`config.mk`:
```
export PLATFORM = sky130hd
export DESIGN_NAME = softmax_grad_hess_accumulator
export DESIGN_NICKNAME = d
export VERILOG_FILES = /design/src/rtl/sgh_pkg.sv /design/src/rtl/softmax_grad_hess_accumulator.sv /design/src/rtl/sgh_front.sv /design/src/rtl/sgh_queue.sv /design/src/rtl/sgh_back.sv
export SDC_FILE = /design/constraint.sdc
export NUM_CORES = 2
export LEC_CHECK = 0
export ABC_AREA = 1
export BUFFER_PORTS_ARGS = -buffer_cell sky130_fd_sc_hd__buf_2
export CAP_MARGIN = 20
export CORE_ASPECT_RATIO = 1.1
export CORE_MARGIN = 4
export CORE_UTILIZATION = 55
export DETAILED_ROUTE_END_ITERATION = 7
export PLACE_DENSITY_LB_ADDON = 0.05
export SYNTH_ARGS = -nofsm -noshare
export SYNTH_HDL_FRONTEND = slang
export SYNTH_SLANG_ARGS = --single-unit
```
`constraint.sdc`:
```
create_clock -name aclk -period 21.5 [get_ports aclk]
set_clock_uncertainty 0.1 [all_clocks]
set_input_delay 3.225 -clock aclk [delete_from_list [all_inputs] [get_ports aclk]]
set_output_delay 3.225 -clock aclk [all_outputs]
set_load 0.02 [all_outputs]
```
`src/rtl/sgh_pkg.sv`:
```
package sgh_pkg;

    localparam int NUM_CLASSES = 16;
    localparam int COUNT_BITS  = 20;

    // Only class indexes below SUM_DEPTH (at most 0..15) can address a sum.
    localparam int SUM_DEPTH   = (NUM_CLASSES < 16) ? NUM_CLASSES : 16;
    localparam int IDX_BITS    = $clog2(SUM_DEPTH);

    localparam int GRAD_W      = 37;
    localparam int HESS_W      = 39;
    localparam int G_BITS      = 17;
    localparam int PROD_BITS   = 29;
    localparam int H_BITS      = 20;

    localparam int QUEUE_DEPTH = 2;

    localparam logic [15:0] ONE_Q15 = 16'd32768;

    localparam logic [2:0] OP_QUERY     = 3'd0;
    localparam logic [2:0] OP_ADD       = 3'd1;
    localparam logic [2:0] OP_SUBTRACT  = 3'd2;
    localparam logic [2:0] OP_EVALUATE  = 3'd3;
    localparam logic [2:0] OP_CLEAR     = 3'd4;
    localparam logic [2:0] OP_CLEAR_ALL = 3'd5;

    localparam logic [3:0] CFG_N_CLASSES  = 4'd0;
    localparam logic [3:0] CFG_CLASS_MASK = 4'd1;

    typedef enum logic [2:0] {
        KIND_QUERY,
        KIND_ADD,
        KIND_SUB,
        KIND_EVAL,
        KIND_CLEAR,
        KIND_CLEAR_ALL,
        KIND_IGNORE
    } kind_t;

    typedef struct packed {
        kind_t                kind;
        logic [IDX_BITS-1:0]  idx;
        logic                 eos;
        logic [G_BITS-1:0]    g;      // signed Q.15
        logic [H_BITS-1:0]    h;      // unsigned Q.15
    } item_t;

endpackage

```
`src/rtl/softmax_grad_hess_accumulator.sv`:
```
// Softmax gradient/hessian accumulator for one tree node. Each input
// transaction carries an operation, a class, the sample label and that
// class's probability in Q1.15; each produces exactly one result carrying the
// class sums (or the single-sample gradient and hessian on evaluate), the
// sample count and an ignored flag. The block sustains one transaction per
// cycle while results are taken: a two-stage front end clamps the probability,
// forms the gradient and does the two hessian multiplies, a two-entry queue
// decouples it from the back end, and the back end does one read-modify-write
// of the 16-entry class register file per cycle into the result register. A
// result passes through the two front-end stage registers, a queue entry and
// the result register. Clear all zeroes every class sum at once; there is no
// clearing pass after reset. Configuration writes are always accepted and take
// effect immediately.
module softmax_grad_hess_accumulator (
    input  logic                 aclk,
    input  logic                 aresetn,
    input  logic                 cfg_valid,
    output logic                 cfg_ready,
    input  logic [3:0]           cfg_index,
    input  logic [15:0]          cfg_data,
    input  logic                 s_valid,
    output logic                 s_ready,
    input  logic [2:0]           s_operation,
    input  logic [3:0]           s_class_index,
    input  logic [3:0]           s_label,
    input  logic [15:0]          s_class_probability,
    input  logic                 s_end_of_sample,
    output logic                 m_valid,
    input  logic                 m_ready,
    output logic signed [36:0]   m_grad_value,
    output logic signed [38:0]   m_hess_value,
    output logic [19:0]          m_sample_count,
    output logic                 m_ignored
);

    logic           q_push;
    logic           q_full;
    logic           q_pop;
    logic           q_not_empty;
    sgh_pkg::item_t q_in;
    sgh_pkg::item_t q_head;

    assign cfg_ready = 1'b1;

    sgh_front u_front (
        .aclk                (aclk),
        .aresetn             (aresetn),
        .cfg_valid           (cfg_valid),
        .cfg_index           (cfg_index),
        .cfg_data            (cfg_data),
        .s_valid             (s_valid),
        .s_ready             (s_ready),
        .s_operation         (s_operation),
        .s_class_index       (s_class_index),
        .s_label             (s_label),
        .s_class_probability (s_class_probability),
        .s_end_of_sample     (s_end_of_sample),
        .q_push              (q_push),
        .q_data              (q_in),
        .q_full              (q_full)
    );

    sgh_queue u_queue (
        .aclk      (aclk),
        .aresetn   (aresetn),
        .push      (q_push),
        .push_data (q_in),
        .full      (q_full),
        .pop       (q_pop),
        .head      (q_head),
        .not_empty (q_not_empty)
    );

    sgh_back u_back (
        .aclk           (aclk),
        .aresetn        (aresetn),
        .q_valid        (q_not_empty),
        .q_data         (q_head),
        .q_pop          (q_pop),
        .m_valid        (m_valid),
        .m_ready        (m_ready),
        .m_grad_value   (m_grad_value),
        .m_hess_value   (m_hess_value),
        .m_sample_count (m_sample_count),
        .m_ignored      (m_ignored)
    );

endmodule

```
`src/rtl/sgh_front.sv`:
```
module sgh_front (
    input  logic                 aclk,
    input  logic                 aresetn,
    input  logic                 cfg_valid,
    input  logic [3:0]           cfg_index,
    input  logic [15:0]          cfg_data,
    input  logic                 s_valid,
    output logic                 s_ready,
    input  logic [2:0]           s_operation,
    input  logic [3:0]           s_class_index,
    input  logic [3:0]           s_label,
    input  logic [15:0]          s_class_probability,
    input  logic                 s_end_of_sample,
    output logic                 q_push,
    output sgh_pkg::item_t       q_data,
    input  logic                 q_full
);

    typedef struct packed {
        sgh_pkg::kind_t                   kind;
        logic [sgh_pkg::IDX_BITS-1:0]     idx;
        logic                             eos;
        logic [sgh_pkg::G_BITS-1:0]       g;
        logic [sgh_pkg::PROD_BITS-1:0]    prod;
    } stage1_t;

    logic [4:0]     n_classes_reg;
    logic [15:0]    mask_reg;

    logic           s1_valid_reg;
    stage1_t        s1_reg;
    stage1_t        s1_next;
    logic           s2_valid_reg;
    sgh_pkg::item_t s2_reg;
    sgh_pkg::item_t s2_next;

    logic           s1_adv;
    logic           s2_adv;
    logic           cls_ok;
    logic [15:0]    p_lim;
    logic [15:0]    one_minus;
    logic [31:0]    prod_full;
    logic [33:0]    hess_full;

    assign q_push  = s2_valid_reg && !q_full;
    assign q_data  = s2_reg;
    assign s2_adv  = !s2_valid_reg || q_push;
    assign s1_adv  = !s1_valid_reg || s2_adv;
    assign s_ready = s1_adv;

    // classify the transaction and form the gradient and the first product
    always_comb begin
        cls_ok    = ({1'b0, s_class_index} < 5'(sgh_pkg::SUM_DEPTH))
                    && mask_reg[s_class_index];
        p_lim     = (s_class_probability > sgh_pkg::ONE_Q15) ? sgh_pkg::ONE_Q15
                                                             : s_class_probability;
        one_minus = sgh_pkg::ONE_Q15 - p_lim;
        prod_full = 32'(one_minus) * 32'(p_lim);

        s1_next.idx  = s_class_index[sgh_pkg::IDX_BITS-1:0];
        s1_next.eos  = s_end_of_sample;
        s1_next.g    = {1'b0, p_lim} - ((s_label == s_class_index) ? 17'd32768 : 17'd0);
        s1_next.prod = prod_full[sgh_pkg::PROD_BITS-1:0];
        case (s_operation)
            sgh_pkg::OP_QUERY:     s1_next.kind = cls_ok ? sgh_pkg::KIND_QUERY
                                                         : sgh_pkg::KIND_IGNORE;
            sgh_pkg::OP_ADD:       s1_next.kind = cls_ok ? sgh_pkg::KIND_ADD
                                                         : sgh_pkg::KIND_IGNORE;
            sgh_pkg::OP_SUBTRACT:  s1_next.kind = cls_ok ? sgh_pkg::KIND_SUB
                                                         : sgh_pkg::KIND_IGNORE;
            sgh_pkg::OP_EVALUATE:  s1_next.kind = cls_ok ? sgh_pkg::KIND_EVAL
                                                         : sgh_pkg::KIND_IGNORE;
            sgh_pkg::OP_CLEAR:     s1_next.kind = cls_ok ? sgh_pkg::KIND_CLEAR
                                                         : sgh_pkg::KIND_IGNORE;
            sgh_pkg::OP_CLEAR_ALL: s1_next.kind = sgh_pkg::KIND_CLEAR_ALL;
            default:               s1_next.kind = sgh_pkg::KIND_IGNORE;
        endcase
    end

    // scale by the class count; the product never exceeds 19 bits after the shift
    always_comb begin
        hess_full    = 34'(n_classes_reg) * 34'(s1_reg.prod);
        s2_next.kind = s1_reg.kind;
        s2_next.idx  = s1_reg.idx;
        s2_next.eos  = s1_reg.eos;
        s2_next.g    = s1_reg.g;
        s2_next.h    = sgh_pkg::H_BITS'(hess_full[33:15]);
    end

    always_ff @(posedge aclk) begin
        if (!aresetn) begin
            n_classes_reg <= 5'd16;
            mask_reg      <= 16'hFFFF;
            s1_valid_reg  <= 1'b0;
            s2_valid_reg  <= 1'b0;
        end else begin
            if (cfg_valid) begin
                case (cfg_index)
                    sgh_pkg::CFG_N_CLASSES:  n_classes_reg <= cfg_data[4:0];
                    sgh_pkg::CFG_CLASS_MASK: mask_reg      <= cfg_data;
                    default: ;
                endcase
            end
            if (s1_adv) begin
                s1_valid_reg <= s_valid;
            end
            if (s2_adv) begin
                s2_valid_reg <= s1_valid_reg;
            end
        end
    end

    always_ff @(posedge aclk) begin
        if (s1_adv && s_valid) begin
            s1_reg <= s1_next;
        end
        if (s2_adv && s1_valid_reg) begin
            s2_reg <= s2_next;
        end
    end

endmodule

```
`src/rtl/sgh_queue.sv`:
```
module sgh_queue (
    input  logic           aclk,
    input  logic           aresetn,
    input  logic           push,
    input  sgh_pkg::item_t push_data,
    output logic           full,
    input  logic           pop,
    output sgh_pkg::item_t head,
    output logic           not_empty
);

    localparam int PTR_BITS = (sgh_pkg::QUEUE_DEPTH > 1) ? $clog2(sgh_pkg::QUEUE_DEPTH) : 1;
    localparam int CNT_BITS = $clog2(sgh_pkg::QUEUE_DEPTH + 1);

    sgh_pkg::item_t        entry_reg [sgh_pkg::QUEUE_DEPTH];
    logic [PTR_BITS-1:0]   wr_ptr_reg;
    logic [PTR_BITS-1:0]   rd_ptr_reg;
    logic [CNT_BITS-1:0]   count_reg;

    assign full      = (count_reg == CNT_BITS'(sgh_pkg::QUEUE_DEPTH));
    assign not_empty = (count_reg != '0);
    assign head      = entry_reg[rd_ptr_reg];

    always_ff @(posedge aclk) begin
        if (!aresetn) begin
            wr_ptr_reg <= '0;
            rd_ptr_reg <= '0;
            count_reg  <= '0;
        end else begin
            if (push) begin
                wr_ptr_reg <= (wr_ptr_reg == PTR_BITS'(sgh_pkg::QUEUE_DEPTH - 1))
                              ? '0 : wr_ptr_reg + 1'b1;
            end
            if (pop) begin
                rd_ptr_reg <= (rd_ptr_reg == PTR_BITS'(sgh_pkg::QUEUE_DEPTH - 1))
                              ? '0 : rd_ptr_reg + 1'b1;
            end
            case ({push, pop})
                2'b10:   count_reg <= count_reg + 1'b1;
                2'b01:   count_reg <= count_reg - 1'b1;
                default: ;
            endcase
        end
    end

    always_ff @(posedge aclk) begin
        if (push) begin
            entry_reg[wr_ptr_reg] <= push_data;
        end
    end

    a_count_bound: assert property (@(posedge aclk) disable iff (!aresetn)
        count_reg <= CNT_BITS'(sgh_pkg::QUEUE_DEPTH))
        else $error("queue count above depth");

    a_no_overflow: assert property (@(posedge aclk) disable iff (!aresetn)
        !(push && full))
        else $error("push into full queue");

    a_no_underflow: assert property (@(posedge aclk) disable iff (!aresetn)
        !(pop && !not_empty))
        else $error("pop from empty queue");

endmodule

```
`src/rtl/sgh_back.sv`:
```
module sgh_back (
    input  logic                        aclk,
    input  logic                        aresetn,
    input  logic                        q_valid,
    input  sgh_pkg::item_t              q_data,
    output logic                        q_pop,
    output logic                        m_valid,
    input  logic                        m_ready,
    output logic signed [36:0]          m_grad_value,
    output logic signed [38:0]          m_hess_value,
    output logic [19:0]                 m_sample_count,
    output logic                        m_ignored
);

    localparam int GW = sgh_pkg::GRAD_W;
    localparam int HW = sgh_pkg::HESS_W;

    logic [GW-1:0]                   grad_mem_reg [sgh_pkg::SUM_DEPTH];
    logic [HW-1:0]                   hess_mem_reg [sgh_pkg::SUM_DEPTH];
    logic [sgh_pkg::COUNT_BITS-1:0]  count_reg;
    logic [sgh_pkg::COUNT_BITS-1:0]  count_next;

    logic                            m_valid_reg;
    logic [GW-1:0]                   grad_out_reg;
    logic [GW-1:0]                   grad_out_next;
    logic [HW-1:0]                   hess_out_reg;
    logic [HW-1:0]                   hess_out_next;
    logic [19:0]                     cnt_out_reg;
    logic                            ign_out_reg;
    logic                            ign_out_next;

    logic                            issue;
    logic                            write_en;
    logic [GW-1:0]                   rd_g;
    logic [HW-1:0]                   rd_h;
    logic [GW:0]                     g_ext;
    logic [HW:0]                     h_ext;
    logic [GW:0]                     g_sum;
    logic [HW:0]                     h_sum;
    logic [GW-1:0]                   g_sat;
    logic [HW-1:0]                   h_sat;
    logic [GW-1:0]                   g_new;
    logic [HW-1:0]                   h_new;

    assign issue = q_valid && (!m_valid_reg || m_ready);
    assign q_pop = issue;

    assign m_valid        = m_valid_reg;
    assign m_grad_value   = grad_out_reg;
    assign m_hess_value   = hess_out_reg;
    assign m_sample_count = cnt_out_reg;
    assign m_ignored      = ign_out_reg;

    always_comb begin
        rd_g  = grad_mem_reg[q_data.idx];
        rd_h  = hess_mem_reg[q_data.idx];
        g_ext = {{(GW + 1 - sgh_pkg::G_BITS){q_data.g[sgh_pkg::G_BITS-1]}}, q_data.g};
        h_ext = {{(HW + 1 - sgh_pkg::H_BITS){1'b0}}, q_data.h};

        if (q_data.kind == sgh_pkg::KIND_SUB) begin
            g_sum = {rd_g[GW-1], rd_g} - g_ext;
            h_sum = {rd_h[HW-1], rd_h} - h_ext;
        end else begin
            g_sum = {rd_g[GW-1], rd_g} + g_ext;
            h_sum = {rd_h[HW-1], rd_h} + h_ext;
        end

        // saturate when the guard bit disagrees with the sign bit
        if (g_sum[GW] != g_sum[GW-1]) begin
            g_sat = g_sum[GW] ? {1'b1, {(GW-1){1'b0}}} : {1'b0, {(GW-1){1'b1}}};
        end else begin
            g_sat = g_sum[GW-1:0];
        end
        if (h_sum[HW] != h_sum[HW-1]) begin
            h_sat = h_sum[HW] ? {1'b1, {(HW-1){1'b0}}} : {1'b0, {(HW-1){1'b1}}};
        end else begin
            h_sat = h_sum[HW-1:0];
        end

        write_en      = 1'b0;
        g_new         = '0;
        h_new         = '0;
        count_next    = count_reg;
        grad_out_next = '0;
        hess_out_next = '0;
        ign_out_next  = 1'b0;

        case (q_data.kind)
            sgh_pkg::KIND_QUERY: begin
                grad_out_next = rd_g;
                hess_out_next = rd_h;
            end
            sgh_pkg::KIND_ADD: begin
                write_en      = 1'b1;
                g_new         = g_sat;
                h_new         = h_sat;
                grad_out_next = g_sat;
                hess_out_next = h_sat;
                if (q_data.eos && (count_reg != '1)) begin
                    count_next = count_reg + 1'b1;
                end
            end
            sgh_pkg::KIND_SUB: begin
                write_en      = 1'b1;
                g_new         = g_sat;
                h_new         = h_sat;
                grad_out_next = g_sat;
                hess_out_next = h_sat;
                if (q_data.eos && (count_reg != '0)) begin
                    count_next = count_reg - 1'b1;
                end
            end
            sgh_pkg::KIND_EVAL: begin
                grad_out_next = g_ext[GW-1:0];
                hess_out_next = h_ext[HW-1:0];
            end
            sgh_pkg::KIND_CLEAR: begin
                write_en   = 1'b1;
                count_next = '0;
            end
            sgh_pkg::KIND_CLEAR_ALL: begin
                count_next = '0;
            end
            default: begin
                ign_out_next = 1'b1;
            end
        endcase
    end

    always_ff @(posedge aclk) begin
        if (!aresetn) begin
            m_valid_reg <= 1'b0;
            count_reg   <= '0;
            for (int i = 0; i < sgh_pkg::SUM_DEPTH; i++) begin
                grad_mem_reg[i] <= '0;
                hess_mem_reg[i] <= '0;
            end
        end else begin
            if (issue) begin
                m_valid_reg <= 1'b1;
            end else if (m_ready) begin
                m_valid_reg <= 1'b0;
            end
            if (issue) begin
                count_reg <= count_next;
                if (q_data.kind == sgh_pkg::KIND_CLEAR_ALL) begin
                    for (int i = 0; i < sgh_pkg::SUM_DEPTH; i++) begin
                        grad_mem_reg[i] <= '0;
                        hess_mem_reg[i] <= '0;
                    end
                end else if (write_en) begin
                    grad_mem_reg[q_data.idx] <= g_new;
                    hess_mem_reg[q_data.idx] <= h_new;
                end
            end
        end
    end

    always_ff @(posedge aclk) begin
        if (issue) begin
            grad_out_reg <= grad_out_next;
            hess_out_reg <= hess_out_next;
            cnt_out_reg  <= 20'(count_next);
            ign_out_reg  <= ign_out_next;
        end
    end

    a_ignored_zero: assert property (@(posedge aclk) disable iff (!aresetn)
        (m_valid_reg && ign_out_reg) |-> (grad_out_reg == '0 && hess_out_reg == '0))
        else $error("ignored result carries nonzero sums");

    a_ignored_keeps_count: assert property (@(posedge aclk) disable iff (!aresetn)
        (issue && q_data.kind == sgh_pkg::KIND_IGNORE) |=> $stable(count_reg))
        else $error("ignored transaction changed the sample count");

    a_clear_all_count: assert property (@(posedge aclk) disable iff (!aresetn)
        (issue && q_data.kind == sgh_pkg::KIND_CLEAR_ALL) |=> (count_reg == '0))
        else $error("clear all left a nonzero sample count");

endmodule
```
==> impl_metrics.py <==
metrics = {
    "placed_design": {
        "routabilityCongestion": 0.9591,
        "port_buffers": 151,
        "dp_hpwl_mm": 165.6,
    },
    "detailed_routing": {
        "vias": 63230,
        "wl_per_cell_um": 26.41,
        "detail-route-antenna-nets": 0,
        "drt-total-wl_mm": 274.8,
        "drtPass1Iterations": 8,
        "viasPerCell": 6.079,
        "drcViolationCount": 0,
        "drtIter0Drc": 7561,
    },
    "synth": {
        "syn_inst": 8290,
        "yosys_warnings": 0,
        "synth_cell_types": 61,
        "yosys_register_bits": 1547,
        "synth_area_per_cell_um2": 10.18,
        "netlist_area_um2": 84420,
        "ys_seq_area_share_pct": 54.45,
    },
    "timing": {
        "min_period_over_period_pct": 52.79,
        "rsz0062_at_grt": "false",
        "fin_crit_ns": 11.35,
        "setup_viol_count_final": 0,
        "fmax_mhz": 88.12,
        "fin_tns_setup_ns": 0,
        "tightest_slew_ns": 1.202,
        "hold_violations": 0,
        "relSlewSlack_pct": 19.85,
        "maxSlewViolCount": 0,
    },
    "setup_path": {
        "cp_slowest_cell": "fa_1",
        "required_ns": 21.95,
        "critPathCaptureType": "register",
        "crit_fanout": 17,
        "regToRegSetupSlack_ns": 11.71,
        "reg2reg_to": "u_back.m_grad_value[4]$_DFFE_PP_",
        "cp-start-kind": "input port",
        "rr_worst_depth": 27,
        "critPathMaxStageDelay_ns": 0.56,
        "crit_arrival_ns": 11.80,
        "path_class": "input port to register",
    },
    "cells_and_area": {
        "largest_reg_flops": 624,
        "syn2layout_area_growth_pct": 8.144,
        "fin_nets": 8777,
        "drive_gt1_share_pct": 9.498,
    },
    "cts": {
        "cts_buffer_depth": 3,
        "clock_latency_ns": 0.82,
        "htree_levels": 4,
        "cts.sinks": 1547,
        "numCtsBuffers": 157,
        "clk_pin_slew_ns": 0.07,
        "postCtsSetupBuffers": 0,
        "root_buffer": "clkbuf_16",
        "cts_hold_buffers": 0,
        "post_cts_resized": 0,
        "cts_tree": "done",
    },
    "die": {
        "start_util_pct": 55.46,
        "num_rows": 150,
        "die_w_um": 381.6,
        "core-area_um2": 152200,
        "fp.dieH_um": 418.9,
        "die_area_um2": 159800,
        "io_pins": 153,
    },
    "run_status": {
        "status": "finished, final reports clean",
    },
    "global_routing": {
        "antenna_found_initial": 3,
        "grt_max_degree": 152,
        "grt_first_pass_wirelength_mm": 403.8,
        "grt_pass1_vias": 62140,
        "gr-usage-all-layers_pct": 34.02,
        "gr-total-overflow": 0,
    },
    "min_path": {
        "whs_path_depth": 0,
        "hp-start": "u_front.s1_reg[52]$_DFFE_PP_",
        "hold_class": "register to register",
        "whs_endpoint": "u_front.q_data[43]$_DFFE_PP_",
    },
    "flow_run": {
        "cap_violations": 0,
    },
}
## per-layer routing
layer / track usage [%] / wire (µm) / vias up / part of all wire [%]
met3: 5.120 / 26270 / 620 / 9.6
li1: - / - / 27900 / -
met1: 46.10 / 107200 / 31220 / 39
met5: 0 / 7 / - / 0.0025
met2: 56.39 / 130500 / 3484 / 47
met4: 11.97 / 10770 / 2 / 3.9
## cell usage in the layout, fill, tap and decap left out, drive strengths merged, types with 5 or more instances in the layout
master,n
nand2,1732
nor2,1646
edfxtp,1498
inv,682
a22oi,621
fa,274
buf,243
ha,225
a21oi,218
o21ai,210
nand3,208
clkbuf,199
nand4,105
xor2,98
clkinv,66
nor3,59
xnor2,57
dfxtp,49
or2,16
o211ai,15
conb,15
o21bai,14
nor4,13
bufinv,13
a31oi,12
o21a,12
a21o,7
a221oi,5
clkinvlp,5
## cells by family (layout without fill, tap and decap cells)
family / after synthesis / in the layout / synth area share (%)
other: 2 / 16 / 0.008896
muxes: 4 / 4 / 0.04743
AOI/OAI and AO/OA: 1134 / 1134 / 8.879
and+or+nand+nor: 3787 / 3787 / 19.10
xor gates and xnor gates: 155 / 155 / 1.608
DFF: 1547 / 1547 / 54.45
buffers and inverters: 1162 / 1208 / 6.083
adders and majority gates: 499 / 499 / 9.832
## layout make-up
class | instances | area [µm²]
Inverter | 682 | 2580
Antenna cell | 1 | 2.502
Clock buffer | 199 | 4150
Fill cell | 12990 | 60910
Clock inverter | 84 | 845.8
Multi-Input combinational cell | 5594 | 33700
Timing Repair Buffer | 243 | 1488
Tap cell | 2052 | 2567
Sequential cell | 1547 | 45970
## worst max-delay path by stage
stage	from	slack [ns]	end	depth (start not counted)
6_report	s_class_probability[2]	10.15	u_front.s1_reg[19]$_DFFE_PP_	36
3_5_place_dp	s_class_probability[2]	9.34	u_front.s1_reg[19]$_DFFE_PP_	36
3_3_place_gp	s_class_probability[2]	9.43	u_front.s1_reg[19]$_DFFE_PP_	36
2_1_floorplan	m_ready	9.73	u_back.grad_mem_reg[1][0]$_SDFFCE_PN0P_	10
5_1_grt	s_class_probability[2]	9.59	u_front.s1_reg[19]$_DFFE_PP_	36
4_1_cts	s_class_probability[2]	10.19	u_front.s1_reg[19]$_DFFE_PP_	36
## synthesized netlist by cell type, drive strengths merged
cell | number | share of area, %
nand2 | 1732 | 8.3
nor2 | 1646 | 7.8
edfxtp | 1498 | 53
inv | 672 | 3.0
a22oi | 621 | 5.5
clkbuf | 292 | 1.3
fa | 274 | 6.5
ha | 225 | 3.3
a21oi | 218 | 1.3
o21ai | 210 | 1.3
nand3 | 208 | 1.6
buf | 188 | 1.7
nand4 | 105 | 0.78
xor2 | 98 | 1.0
nor3 | 59 | 0.38
xnor2 | 57 | 0.59
dfxtp | 49 | 1.2
or2 | 16 | 0.12
o211ai | 15 | 0.13
o21bai | 14 | 0.12
nor4 | 13 | 0.096
a31oi | 12 | 0.089
o21a | 12 | 0.11
clkinv | 10 | 0.056
a21o | 7 | 0.062
a221oi | 5 | 0.052
a21boi | 4 | 0.036
mux2i | 4 | 0.047
nand3b | 4 | 0.036
o221ai | 4 | 0.041
o31ai | 4 | 0.036
a211oi | 3 | 0.027
and3 | 2 | 0.015
conb | 2 | 0.0089
o22ai | 2 | 0.015
a31o | 1 | 0.010
nor3b | 1 | 0.0089
o2111ai | 1 | 0.010
o311ai | 1 | 0.010
or3 | 1 | 0.0074
## stage by stage
| stage | area [µm²] | cells | util, % | hold slack, ns | setup WS [ns] |
|---|---|---|---|---|---|
| 6_report | 91300 | 10400 | 59.98 | 0.3181 | 10.15 |
| 5_1_grt | 91290 | 10400 | 59.98 | 0.3210 | 9.591 |
| 4_1_cts | 91280 | 10400 | 59.97 | 0.3198 | 10.19 |
| 3_5_place_dp | 86290 | 10120 | 56.69 | 0.3057 | 9.343 |
| 3_3_place_gp | 86290 | 10120 | 56.69 | 0.3014 | 9.428 |
| 2_1_floorplan | 84470 | 8303 | - | 0.3003 | 9.733 |
## worst max-delay path: cells and delay by family
family          cells  cell delay [ns]
compound gates      4             0.85
simple gates       14             2.04
buf+inv             8             1.42
xor+xnor            1             0.16
fa+ha+maj           9             4.11
Power is not shown: default switching activity piles up to over one toggle a cycle in this logic, so the estimate is an artifact.
